$ cat config.mk
export PLATFORM = sky130hd
export DESIGN_NAME = sparse_life_patch_generation_top
export DESIGN_NICKNAME = d
export VERILOG_FILES = /design/src/rtl/core/slpg_pkg.sv /design/src/rtl/core/slpg_kernel.sv /design/src/rtl/core/slpg_rsp_buf.sv /design/src/rtl/core/sparse_life_patch_generation_top.sv
export VERILOG_INCLUDE_DIRS = /design/src /design/src/rtl/core
export SDC_FILE = /design/constraint.sdc
export NUM_CORES = 1
export LEC_CHECK = 0
export ABC_AREA = 1
export BUFFER_PORTS_ARGS = -buffer_cell sky130_fd_sc_hd__buf_2
export CAP_MARGIN = 10
export CORE_AREA = 3 3 188 190
export DETAILED_ROUTE_END_ITERATION = 8
export DIE_AREA = 0 0 191 193
export GPL_ROUTABILITY_DRIVEN = 0
export PLACE_DENSITY = 0.74
export SLEW_MARGIN = 10
export SYNTH_ARGS = -nofsm -noshare
export SYNTH_HDL_FRONTEND = slang
export SYNTH_HIERARCHICAL = 1
export SYNTH_SLANG_ARGS = --single-unit
$ cat constraint.sdc
create_clock -name clock -period 9.5 [get_ports clock]
set_input_delay 0.475 -clock clock [delete_from_list [all_inputs] [get_ports clock]]
set_output_delay 0.475 -clock clock [all_outputs]
set_load 0.005 [all_outputs]
$ cat src/rtl/core/sparse_life_patch_generation_top_macros.svh
// Assertion macros shared by the sparse Life patch generation RTL.
// No dependencies; included by the modules that carry assertions.
`ifndef SPARSE_LIFE_PATCH_GENERATION_TOP_MACROS_SVH
`define SPARSE_LIFE_PATCH_GENERATION_TOP_MACROS_SVH

// Checked outside reset only.
`define SLPG_ASSERT(name, clk, rst, prop) \
   name: assert property (@(posedge clk) disable iff (rst) prop) \
      else $error("slpg assertion failed");

// Checked in every cycle, reset included.
`define SLPG_ASSERT_ALWAYS(name, clk, prop) \
   name: assert property (@(posedge clk) prop) \
      else $error("slpg assertion failed");

`endif

$ cat src/rtl/core/slpg_pkg.sv
// Package for the sparse Life patch generation block: constants, rule table
// lookup function and the control struct between the core and result buffer.
// No dependencies.
`default_nettype none

package slpg_pkg;

   localparam int COORD_BITS_DEF = 24;

   localparam logic [7:0] MaskHi = 8'hCC;
   localparam logic [7:0] MaskLo = 8'h33;

   // Per table output bit 0..7: centre cell and neighbour masks of the 12-bit index.
   localparam logic [11:0] CellMask [8] = '{
      12'h080, 12'h010, 12'h020, 12'h040, 12'h008, 12'h001, 12'h002, 12'h004
   };
   localparam logic [11:0] NbrMask [8] = '{
      12'hD5D, 12'hBAB, 12'h757, 12'hEAE, 12'hDD5, 12'hBBA, 12'h775, 12'hEEA
   };

   typedef struct packed {
      logic load;
      logic two;
   } load_type;

   // One entry of the B3/S23 rule table, index = {page, index}.
   function automatic logic [7:0] rule_lookup(input logic [3:0] page,
                                              input logic [7:0] index);
      logic [11:0] idx;
      logic [11:0] nb;
      logic [3:0]  cnt;
      logic        alive;
      logic [7:0]  res;
      idx = {page, index};
      res = '0;
      for (int b = 0; b < 8; b++) begin
         nb = idx & NbrMask[b];
         cnt = '0;
         for (int i = 0; i < 12; i++) begin
            cnt = cnt + {3'b000, nb[i]};
         end
         alive = |(idx & CellMask[b]);
         res[b] = (cnt == 4'd3) || (alive && (cnt == 4'd2));
      end
      return res;
   endfunction

endpackage

`default_nettype wire

$ cat src/rtl/core/slpg_kernel.sv
// Next-generation kernel: eight rule table lookups over a 2x2 neighbourhood
// of patch pairs. Depends on slpg_pkg.
`default_nettype none

module slpg_kernel (
   input  wire logic [15:0] ul,
   input  wire logic [15:0] ur,
   input  wire logic [15:0] ll,
   input  wire logic [15:0] lr,
   output logic      [15:0] bitmap
);
   import slpg_pkg::*;

   logic [7:0] ul0, ul1, ur0, ur1, ll0, lr0;
   logic [7:0] a, b;

   assign ul0 = ul[7:0];
   assign ul1 = ul[15:8];
   assign ur0 = ur[7:0];
   assign ur1 = ur[15:8];
   assign ll0 = ll[7:0];
   assign lr0 = lr[7:0];

   always_comb begin
      a = (rule_lookup(ul1[7:4], ul0) & 8'hC0)
        | (rule_lookup(ul0[3:0], ul1) & 8'h0C)
        | (rule_lookup({ur1[7:6], ul1[5:4]}, (ur0 & MaskHi) | (ul0 & MaskLo)) & 8'h30)
        | (rule_lookup({ur0[3:2], ul0[1:0]}, (ur1 & MaskHi) | (ul1 & MaskLo)) & 8'h03);
      b = (rule_lookup(ll0[7:4], ul1) & 8'hC0)
        | (rule_lookup(ul1[3:0], ll0) & 8'h0C)
        | (rule_lookup({lr0[7:6], ll0[5:4]}, (ur1 & MaskHi) | (ul1 & MaskLo)) & 8'h30)
        | (rule_lookup({ur1[3:2], ul1[1:0]}, (lr0 & MaskHi) | (ll0 & MaskLo)) & 8'h03);
   end

   assign bitmap = {b, a};

endmodule

`default_nettype wire

$ cat src/rtl/core/slpg_rsp_buf.sv
// Two-entry result register: holds the one or two results of an item and
// presents them in order on the rsp channel. Depends on slpg_pkg and macros.
`default_nettype none
`include "sparse_life_patch_generation_top_macros.svh"

module slpg_rsp_buf #(
   parameter  int COORD_BITS = slpg_pkg::COORD_BITS_DEF,
   localparam int RspDataW   = ((COORD_BITS + 16 + 7) / 8) * 8
) (
   input  wire logic                    clock,
   input  wire logic                    reset,
   input  wire slpg_pkg::load_type      ctrl,
   input  wire logic [COORD_BITS-1:0]   first_x,
   input  wire logic [15:0]             first_bmp,
   input  wire logic [COORD_BITS-1:0]   final_x,
   input  wire logic [15:0]             final_bmp,
   output logic                         free,
   output logic                         rsp_tvalid,
   input  wire logic                    rsp_tready,
   output logic [RspDataW-1:0]          rsp_tdata,  // out_x, new_bitmap, zero pad
   output logic                         rsp_tlast
);
   import slpg_pkg::*;

   logic                  valid_ff, valid_in;
   logic                  head_ff, head_in;
   logic [COORD_BITS-1:0] e0_x_ff, e1_x_ff;
   logic [15:0]           e0_bmp_ff, e1_bmp_ff;
   logic [COORD_BITS-1:0] sel_x;
   logic [15:0]           sel_bmp;

   assign free = !valid_ff || (rsp_tready && head_ff);

   always_comb begin
      valid_in = valid_ff;
      head_in  = head_ff;
      if (ctrl.load) begin
         valid_in = 1'b1;
         head_in  = !ctrl.two;
      end else if (valid_ff && rsp_tready) begin
         if (head_ff) begin
            valid_in = 1'b0;
         end else begin
            head_in = 1'b1;
         end
      end
   end

   always_ff @(posedge clock) begin
      if (reset) begin
         valid_ff <= 1'b0;
         head_ff  <= 1'b0;
      end else begin
         valid_ff <= valid_in;
         head_ff  <= head_in;
      end
   end

   always_ff @(posedge clock) begin
      if (ctrl.load) begin
         e0_x_ff   <= first_x;
         e0_bmp_ff <= first_bmp;
         e1_x_ff   <= final_x;
         e1_bmp_ff <= final_bmp;
      end
   end

   assign sel_x      = head_ff ? e1_x_ff : e0_x_ff;
   assign sel_bmp    = head_ff ? e1_bmp_ff : e0_bmp_ff;
   assign rsp_tvalid = valid_ff;
   assign rsp_tlast  = head_ff;
   assign rsp_tdata  = RspDataW'({sel_bmp, sel_x});

   `SLPG_ASSERT(a_load_when_free, clock, reset, ctrl.load |-> free)
   `SLPG_ASSERT(a_second_follows, clock, reset,
      (rsp_tvalid && rsp_tready && !rsp_tlast) |=> (rsp_tvalid && rsp_tlast))
   `SLPG_ASSERT(a_bitmap_nonzero, clock, reset, rsp_tvalid |-> (sel_bmp != 16'h0000))
   `SLPG_ASSERT_ALWAYS(a_reset_empty, clock, reset |=> !rsp_tvalid)

endmodule

`default_nettype wire

$ cat src/rtl/core/sparse_life_patch_generation_top.sv
// Sparse Life patch generation: one merged column of a row group per req
// transfer (kind in tuser; col_x, upper and lower pairs in tdata) gives zero,
// one or two rsp transfers of (out_x, new_bitmap), tlast on the final one.
// A column is taken every cycle unless the input register is full and the
// result register busy; the rsp side delivers one result a cycle while
// rsp_tready is high, so a column that flushes a pending left column and
// also yields its own patch holds the output register until both are taken.
// From req to rsp: an input register, then the two rule-table kernels feeding
// the result register. Reset clears the kept left column and both stages.
`default_nettype none

module sparse_life_patch_generation_top #(
   parameter  int COORD_BITS = slpg_pkg::COORD_BITS_DEF,
   localparam int ReqDataW   = ((COORD_BITS + 32 + 7) / 8) * 8,
   localparam int RspDataW   = ((COORD_BITS + 16 + 7) / 8) * 8
) (
   input  wire logic                clock,
   input  wire logic                reset,
   input  wire logic                req_tvalid,
   output logic                     req_tready,
   input  wire logic [ReqDataW-1:0] req_tdata,  // col_x, upper_patch, lower_patch, pad
   input  wire logic                req_tuser,  // kind
   output logic                     rsp_tvalid,
   input  wire logic                rsp_tready,
   output logic [RspDataW-1:0]      rsp_tdata,  // out_x, new_bitmap, pad
   output logic                     rsp_tlast
);
   import slpg_pkg::*;

   logic                  req_xfer;
   logic [COORD_BITS-1:0] in_x;
   logic [15:0]           in_up, in_lo;
   logic                  in_flush;

   logic [15:0]           left_upper_ff, left_upper_in;
   logic [15:0]           left_lower_ff, left_lower_in;
   logic [COORD_BITS-1:0] left_x_ff, left_x_in;

   logic                  s1_valid_ff, s1_valid_in;
   logic                  s1_flush_ff, s1_main_ff;
   logic [15:0]           s1_lu_ff, s1_ll_ff, s1_up_ff, s1_lo_ff;
   logic [COORD_BITS-1:0] s1_x_ff, s1_lx_ff;

   logic [15:0]           main_lu, main_ll;
   logic [15:0]           fl_bmp, mn_bmp;
   logic                  fl_hit, mn_hit;
   logic                  buf_free;
   load_type              buf_ctrl;
   logic [COORD_BITS-1:0] fl_x, mn_x;

   assign req_xfer = req_tvalid && req_tready;
   assign in_x     = req_tdata[COORD_BITS-1:0];
   assign in_up    = req_tdata[COORD_BITS+15 -: 16];
   assign in_lo    = req_tdata[COORD_BITS+31 -: 16];
   // Flushing with nothing pending yields an all-zero bitmap, so no qualifier needed.
   assign in_flush = req_tuser || (in_x != (left_x_ff + COORD_BITS'(4)));

   always_comb begin
      left_upper_in = left_upper_ff;
      left_lower_in = left_lower_ff;
      left_x_in     = left_x_ff;
      if (req_xfer) begin
         if (req_tuser) begin
            left_upper_in = '0;
            left_lower_in = '0;
            left_x_in     = '0;
         end else begin
            left_upper_in = in_up;
            left_lower_in = in_lo;
            left_x_in     = in_x;
         end
      end
   end

   assign req_tready  = !s1_valid_ff || buf_free;
   assign s1_valid_in = req_xfer ? 1'b1 : (buf_free ? 1'b0 : s1_valid_ff);

   always_ff @(posedge clock) begin
      if (reset) begin
         left_upper_ff <= '0;
         left_lower_ff <= '0;
         left_x_ff     <= '0;
         s1_valid_ff   <= 1'b0;
      end else begin
         left_upper_ff <= left_upper_in;
         left_lower_ff <= left_lower_in;
         left_x_ff     <= left_x_in;
         s1_valid_ff   <= s1_valid_in;
      end
   end

   always_ff @(posedge clock) begin
      if (req_xfer) begin
         s1_flush_ff <= in_flush;
         s1_main_ff  <= !req_tuser;
         s1_lu_ff    <= left_upper_ff;
         s1_ll_ff    <= left_lower_ff;
         s1_up_ff    <= in_up;
         s1_lo_ff    <= in_lo;
         s1_x_ff     <= in_x;
         s1_lx_ff    <= left_x_ff;
      end
   end

   assign main_lu = s1_flush_ff ? 16'h0000 : s1_lu_ff;
   assign main_ll = s1_flush_ff ? 16'h0000 : s1_ll_ff;

   slpg_kernel u_flush_kernel (
      .ul     (s1_lu_ff),
      .ur     (16'h0000),
      .ll     (s1_ll_ff),
      .lr     (16'h0000),
      .bitmap (fl_bmp)
   );

   slpg_kernel u_main_kernel (
      .ul     (main_lu),
      .ur     (s1_up_ff),
      .ll     (main_ll),
      .lr     (s1_lo_ff),
      .bitmap (mn_bmp)
   );

   assign fl_hit = s1_flush_ff && (fl_bmp != 16'h0000);
   assign mn_hit = s1_main_ff && (mn_bmp != 16'h0000);
   assign fl_x   = s1_lx_ff + COORD_BITS'(1);
   assign mn_x   = s1_x_ff - COORD_BITS'(3);

   assign buf_ctrl.load = s1_valid_ff && buf_free && (fl_hit || mn_hit);
   assign buf_ctrl.two  = fl_hit && mn_hit;

   slpg_rsp_buf #(
      .COORD_BITS (COORD_BITS)
   ) u_rsp_buf (
      .clock      (clock),
      .reset      (reset),
      .ctrl       (buf_ctrl),
      .first_x    (fl_x),
      .first_bmp  (fl_bmp),
      .final_x    (mn_hit ? mn_x : fl_x),
      .final_bmp  (mn_hit ? mn_bmp : fl_bmp),
      .free       (buf_free),
      .rsp_tvalid (rsp_tvalid),
      .rsp_tready (rsp_tready),
      .rsp_tdata  (rsp_tdata),
      .rsp_tlast  (rsp_tlast)
   );

endmodule

`default_nettype wire

==> results of run 1 <==
==> report_power, final <==
group	internal, mW	switching, mW	leakage, nW	total, mW
clock network	0.524	0.381	0.375	0.906
logic	0.283	0.443	5.73	0.726
registers	1.13	0.0659	2.04	1.20
total	1.94	0.890	8.14	2.83
==> registers in the layout (all words and copies together), names as in the netlist <==
name and count:
s1_main_ff 1, u_rsp_buf/e0_bmp_ff 16, u_rsp_buf/rsp_tlast 1, left_lower_ff 8
u_rsp_buf/e0_x_ff 24, left_x_ff 24, s1_flush_ff 1, s1_lo_ff 4
u_rsp_buf/rsp_tvalid 1, s1_x_ff 24, s1_valid_ff 1, s1_lx_ff 24
left_upper_ff 16, s1_lu_ff 16, u_rsp_buf/e1_x_ff 24, s1_ll_ff 8
s1_up_ff 8, u_rsp_buf/e1_bmp_ff 16
==> metal layers <==
metal  share of wire [%]  wire (um)  global-route usage [%]
met1                  46      16100                    27.1
met2                  45      15900                    31.5
met3                 7.0       2450                    3.07
met4                 1.5        515                    3.92
met5                0.12         42                       0
==> cells in the final DEF (no fill, tap or decap), drive strengths merged <==
cell / n
nand3: 89
edfxtp: 166
xor2: 35
a211oi: 9
o31ai: 1
buf: 101
or2: 1
bufinv: 2
o21bai: 2
diode: 1
a31oi: 1
ha: 97
xnor2: 16
inv: 391
o21ai: 79
clkinv: 7
fa: 126
and3: 1
a21o: 1
nor3: 15
a21boi: 8
a21oi: 85
clkinvlp: 2
nand2: 375
nand3b: 26
dfxtp: 51
clkbuf: 28
conb: 27
nand4: 17
nor4: 11
nor2: 134
==> final cells by class <==
| type | instances | area share, % |
|---|---|---|
| Antenna cell | 1 | 0.0142 |
| Clock buffer | 28 | 3.48 |
| Clock inverter | 14 | 0.893 |
| Inverter | 388 | 8.27 |
| Multi-Input combinational cell | 1156 | 47.2 |
| Sequential cell | 217 | 34.1 |
| Tap cell | 448 | 3.18 |
| Timing Repair Buffer | 101 | 2.95 |
==> metrics by stage <==
step / util (%) / hold slack (ps) / power (mW)
after floorplan: - / 409 / 1.73
after global routing: 52.5 / 122 / 3.00
final: 52.5 / 136 / 2.83
after global placement: 50.2 / 414 / 1.89
after detailed placement: 50.2 / 417 / 1.93
after CTS: 52.5 / 110 / 2.84
==> path summary, 6_finish.rpt <==
path	start	endpoint	cells after the start
max	s1_flush_ff	u_rsp_buf/e1_x_ff[13]	18
min	req_tdata[27]	s1_up_ff[3]	1
max reg2reg	s1_flush_ff	u_rsp_buf/e1_x_ff[13]	18
min reg2reg	left_upper_ff[10]	s1_lu_ff[10]	0
==> results.ini, run 1 <==
[sta]
fmaxAchievable_mhz = 153
worst_slew_pin_slew_ps = 1060
fin_skew_ps = 15.6
fin_crit_sh_pct = 68.7
finalWorstSetupSlack_ps = 2980
setup_viol = 0
finalSetupTns_ps = 0
hold_viol = 0
period_needed_ps = 6520
drv_slew = 0
rsz0062_at_grt = false
relSlewSlack_pct = 29.4

[final_layout]
synthToLayoutAreaGrowth_pct = 10.9
drive_gt1_share_pct = 10.5
fillers = 2944
stdcell_count = 2353
stdcell_area_sq_um = 17600
seqCellArea_sq_um = 6010
nets = 2171
multi_input_area_sq_um = 8320

[detailed_routing]
viasPerCell = 4.99
dr.pass1.iters = 5
drtAntennaViolNets = 0
wl_per_cell_um = 14.9
vias = 11800
drc_errors = 0
drtIter0Drc = 693
routed_wl_um = 35000

[placement]
place_area_sq_um = 16900
dpl_worst_slack_ps = 3010
io_buffers = 95
place_hpwl_um = 27300
dp.cells = 2310

[setup_path]
start_kind = flop
crit_family = adder cells
r2r_slack_ps = 2980
crit_path_frequent_cell = fa_1
cp.required_ps = 9660
path_cells = buf_4, nor2_1, inv_1, fa_1, fa_1, fa_1, inv_1, ha_1, fa_1, nand2_1, nand3_1, a21oi_1, nor4_1, nand4_1, nand2_1, buf_4, a21oi_4, buf_4
cp_slowest_stage_delay_ps = 890
critPathCaptureType = flop
cp_max_fo = 53
crit_type = flop to flop
slowest_stage = a21oi_4
path_buf_inv = 5
arrival_ps = 6690

[synthesis]
synth.yosys.warnings = 6
syn_area_sq_um = 15900
syn_inst = 1780
avgSynthCellArea_sq_um = 8.94

[die]
die_w_um = 191
die_y_um = 193
die_area_sq_um = 36900
num_rows = 67
coreArea_sq_um = 33600
io_pins = 104
start_util_pct = 47.4

[clock_network]
cts_tree = done
clockBufferDepth = 3
post_cts_buffers = 0
htree_levels = 1
cts_sinks = 217
root_buffer = clkbuf_16
ctsResizeCount = 0
clkLatencyLatePin_ps = 530
cts_hold_buf = 0
cts-buffers-inserted = 23
clkTransAtPathRegs_ps = 60

[grt]
grt_pass1_vias = 11600
antenna_found_initial = 5
grt_max_degree = 89
grt_usage_pct = 19.2
overflow = 0
grt_pass1_wl_um = 57100

[power_and_ir_drop]
power.density_nw_per_um2 = 160
power_leakage_nw = 8.14
ir_drop_v = 0.000108

[run_status]
status = finished, final reports clean

[flow_run]
cap_viol_max_count = 0

[hold_path]
holdCritPathClass = primary input to flop

(Power assumes the default switching activity.)
==> inputs of run 2 (changes only) <==
Settings changed: PLACE_DENSITY 0.74 to 0.76.
Clock period 9.5 ns to 6 ns, I/O delays scaled along.
==> results.ini, run 2 (synthesis results as in run 1) <==
[power_and_ir_drop]
swShare_pct = 31.7  ; +0.19 points
p_clk_share_pct = 32.5  ; +0.5 points
ir_drop_v = 0.000191  ; +78%
combPwrFrac_pct = 26.6  ; +0.9 points
power.internal_mw = 3.12  ; +61%
power.density_nw_per_um2 = 253  ; +58%
switchingPower_mw = 1.45  ; +63%
share_seq_of_total_power_pct = 40.9  ; -1.4 points
power_leakage_nw = 8.33  ; +2.3%

[die]
start_util_pct = 47.4  ; unchanged
die_w_um = 191  ; unchanged
io_pins = 104  ; unchanged
die_y_um = 193  ; unchanged
coreArea_sq_um = 33600  ; unchanged
die_area_sq_um = 36900  ; unchanged
num_rows = 67  ; unchanged

[setup_path]
path_cells = buf_4, nor2_1, inv_1, fa_1, fa_1, fa_1, inv_1, ha_1, fa_1, inv_1, nand2_1, nand3_1, a21oi_1, nor4_1, nand4_1, nand2_1, buf_4, o21ai_0
reg2reg_depth = 18  ; unchanged
crit_path_frequent_cell = fa_1
cp_max_fo = 36  ; -32%
slowest_stage = edfxtp_1
r2r_slack_ps = 600  ; -2380 ps
cp_slowest_stage_delay_ps = 530  ; -360 ps
crit_type = flop to flop
r2r-end = u_rsp_buf/e1_x_ff[17]
cp.required_ps = 6260  ; -3400 ps
start_kind = flop
arrival_ps = 5660  ; -1030 ps
critPathCaptureType = flop
worstReg2RegStart = s1_flush_ff

[detailed_routing]
viasPerCell = 4.97  ; -0.51%
drtIter0Drc = 757  ; +9.2%
wl_per_cell_um = 14.8  ; -0.36%
vias = 11900  ; +1.3%
dr.pass1.iters = 5  ; unchanged
drtAntennaViolNets = 0  ; unchanged
drc_errors = 0  ; unchanged
routed_wl_um = 35500  ; +1.5%

[final_layout]
drive_gt1_share_pct = 10.9  ; +0.44 points
synthToLayoutAreaGrowth_pct = 13.6
stdcell_count = 2396  ; +1.8%
stdcell_area_sq_um = 18100  ; +2.4%
mostFrequentLayoutCell = inv_1
layout_common_cells = inv_1 (385), nand2_1 (373), edfxtp_1 (166)
nets = 2213  ; +1.9%
seqCellArea_sq_um = 6010  ; unchanged
multi_input_area_sq_um = 8320  ; unchanged
fillers = 2891  ; -1.8%

[sta]
rsz0062_at_grt = false
setup_viol = 0  ; unchanged
whs_ps = 20.4  ; -116 ps
period_needed_ps = 5400  ; -1120 ps
fin_crit_sh_pct = 90.0  ; +21 points
fmaxAchievable_mhz = 185  ; +21%
finalSetupTns_ps = 0  ; unchanged
worst_slew_pin_slew_ps = 1110  ; +56.9 ps
hold_viol = 0  ; unchanged
relSlewSlack_pct = 25.7  ; -3.7 points
fin_skew_ps = 18.3  ; +2.72 ps
drv_slew = 0  ; unchanged

[grt]
grt_pass1_vias = 11800  ; +2.1%
grt_max_degree = 89  ; unchanged
grt_pass1_wl_um = 57900  ; +1.4%
overflow = 0  ; unchanged
grt_usage_pct = 19.4  ; +0.23 points
antenna_found_initial = 4  ; -1

[flow_run]
cap_viol_max_count = 0  ; unchanged

[clock_network]
cts_tree = done
cts-buffers-inserted = 23  ; unchanged
clockBufferDepth = 3  ; unchanged
clkTransAtPathRegs_ps = 70  ; about the same
clkLatencyLatePin_ps = 530  ; about the same
ctsResizeCount = 0  ; unchanged
htree_levels = 1  ; unchanged
root_buffer = clkbuf_16
cts_sinks = 217  ; unchanged

[hold_path]
hold_depth = 1  ; unchanged
holdCritPathClass = primary input to flop
holdCritStartpoint = req_tdata[11]
hold_end = s1_x_ff[11]

[placement]
place_hpwl_um = 27800  ; +1.8%
place_area_sq_um = 17000  ; +0.56%
io_buffers = 95  ; unchanged
dp.cells = 2321  ; +0.48%

[run_status]
status = finished, final reports clean

[run 2: how the worst max path moves through the flow]
stage                startpoint                     end  slack [ps]  cells past startpoint
global placement    s1_flush_ff   u_rsp_buf/e1_x_ff[12]         790                     18
detailed placement  s1_flush_ff   u_rsp_buf/e1_x_ff[17]         670                     18
global route        s1_flush_ff   u_rsp_buf/e1_x_ff[17]         380                     18
CTS                 s1_flush_ff   u_rsp_buf/e1_x_ff[17]         640                     18
floorplan           s1_flush_ff  u_rsp_buf/e0_bmp_ff[0]          60                     17
finish              s1_flush_ff   u_rsp_buf/e1_x_ff[17]         600                     18
[run 2: timing repair]
| action | in CTS | in global routing |
|---|---|---|
| endpoints found under the setup margin | 0 | 0 |
| hold buffers | 31 | 0 |
| setup buffers | 0 | 0 |
| endpoints found under the hold margin | 31 | 0 |
[run 2: final cells by class]
class | instances | share of cell area [%]
Inverter | 388 | 8.07
Sequential cell | 217 | 33.2
Antenna cell | 2 | 0.0277
Clock buffer | 26 | 3.30
Multi-Input combinational cell | 1156 | 46.0
Clock inverter | 16 | 1.10
Tap cell | 448 | 3.10
Timing Repair Buffer | 143 | 5.12
[run 2: per-layer routing]
| metal | share of wire [%] | global-route usage (%) |
|---|---|---|
| met1 | 46 | 27.5 |
| met2 | 46 | 31.9 |
| met3 | 5.9 | 2.48 |
| met4 | 2.1 | 4.80 |
| met5 | 0.059 | 0 |
[run 2: critical path, delay by kind of cell (launching register included)]
family | cells | cell delay [ps]
adder cells (fa/ha/maj) | 5 | 2080
AND/OR/NAND/NOR | 6 | 1360
buffers and inverters | 5 | 850
flip-flops | 1 | 530
AO/OA/AOI/OAI | 2 | 270
[run 2: power groups by stage]
| stage | registers (mW) | clock network (mW) | logic [mW] |
|---|---|---|---|
| finish | 1.87 | 1.49 | 1.22 |
| global route | 1.88 | 1.56 | 1.40 |
| CTS | 1.86 | 1.51 | 1.21 |
| detailed placement | 1.90 | 0 | 1.18 |
| global placement | 1.89 | 0 | 1.11 |
| floorplan | 1.87 | 0 | 0.862 |
[run 2: per-stage QoR]
stage | setup WS (ps) | power [mW] | util (%)
2_1_floorplan | 61.7 | 2.73 | -
3_3_place_gp | 793 | 3.00 | 50.5
3_5_place_dp | 674 | 3.08 | 50.5
4_1_cts | 645 | 4.58 | 53.8
5_1_grt | 378 | 4.84 | 53.8
6_report | 602 | 4.57 | 53.8
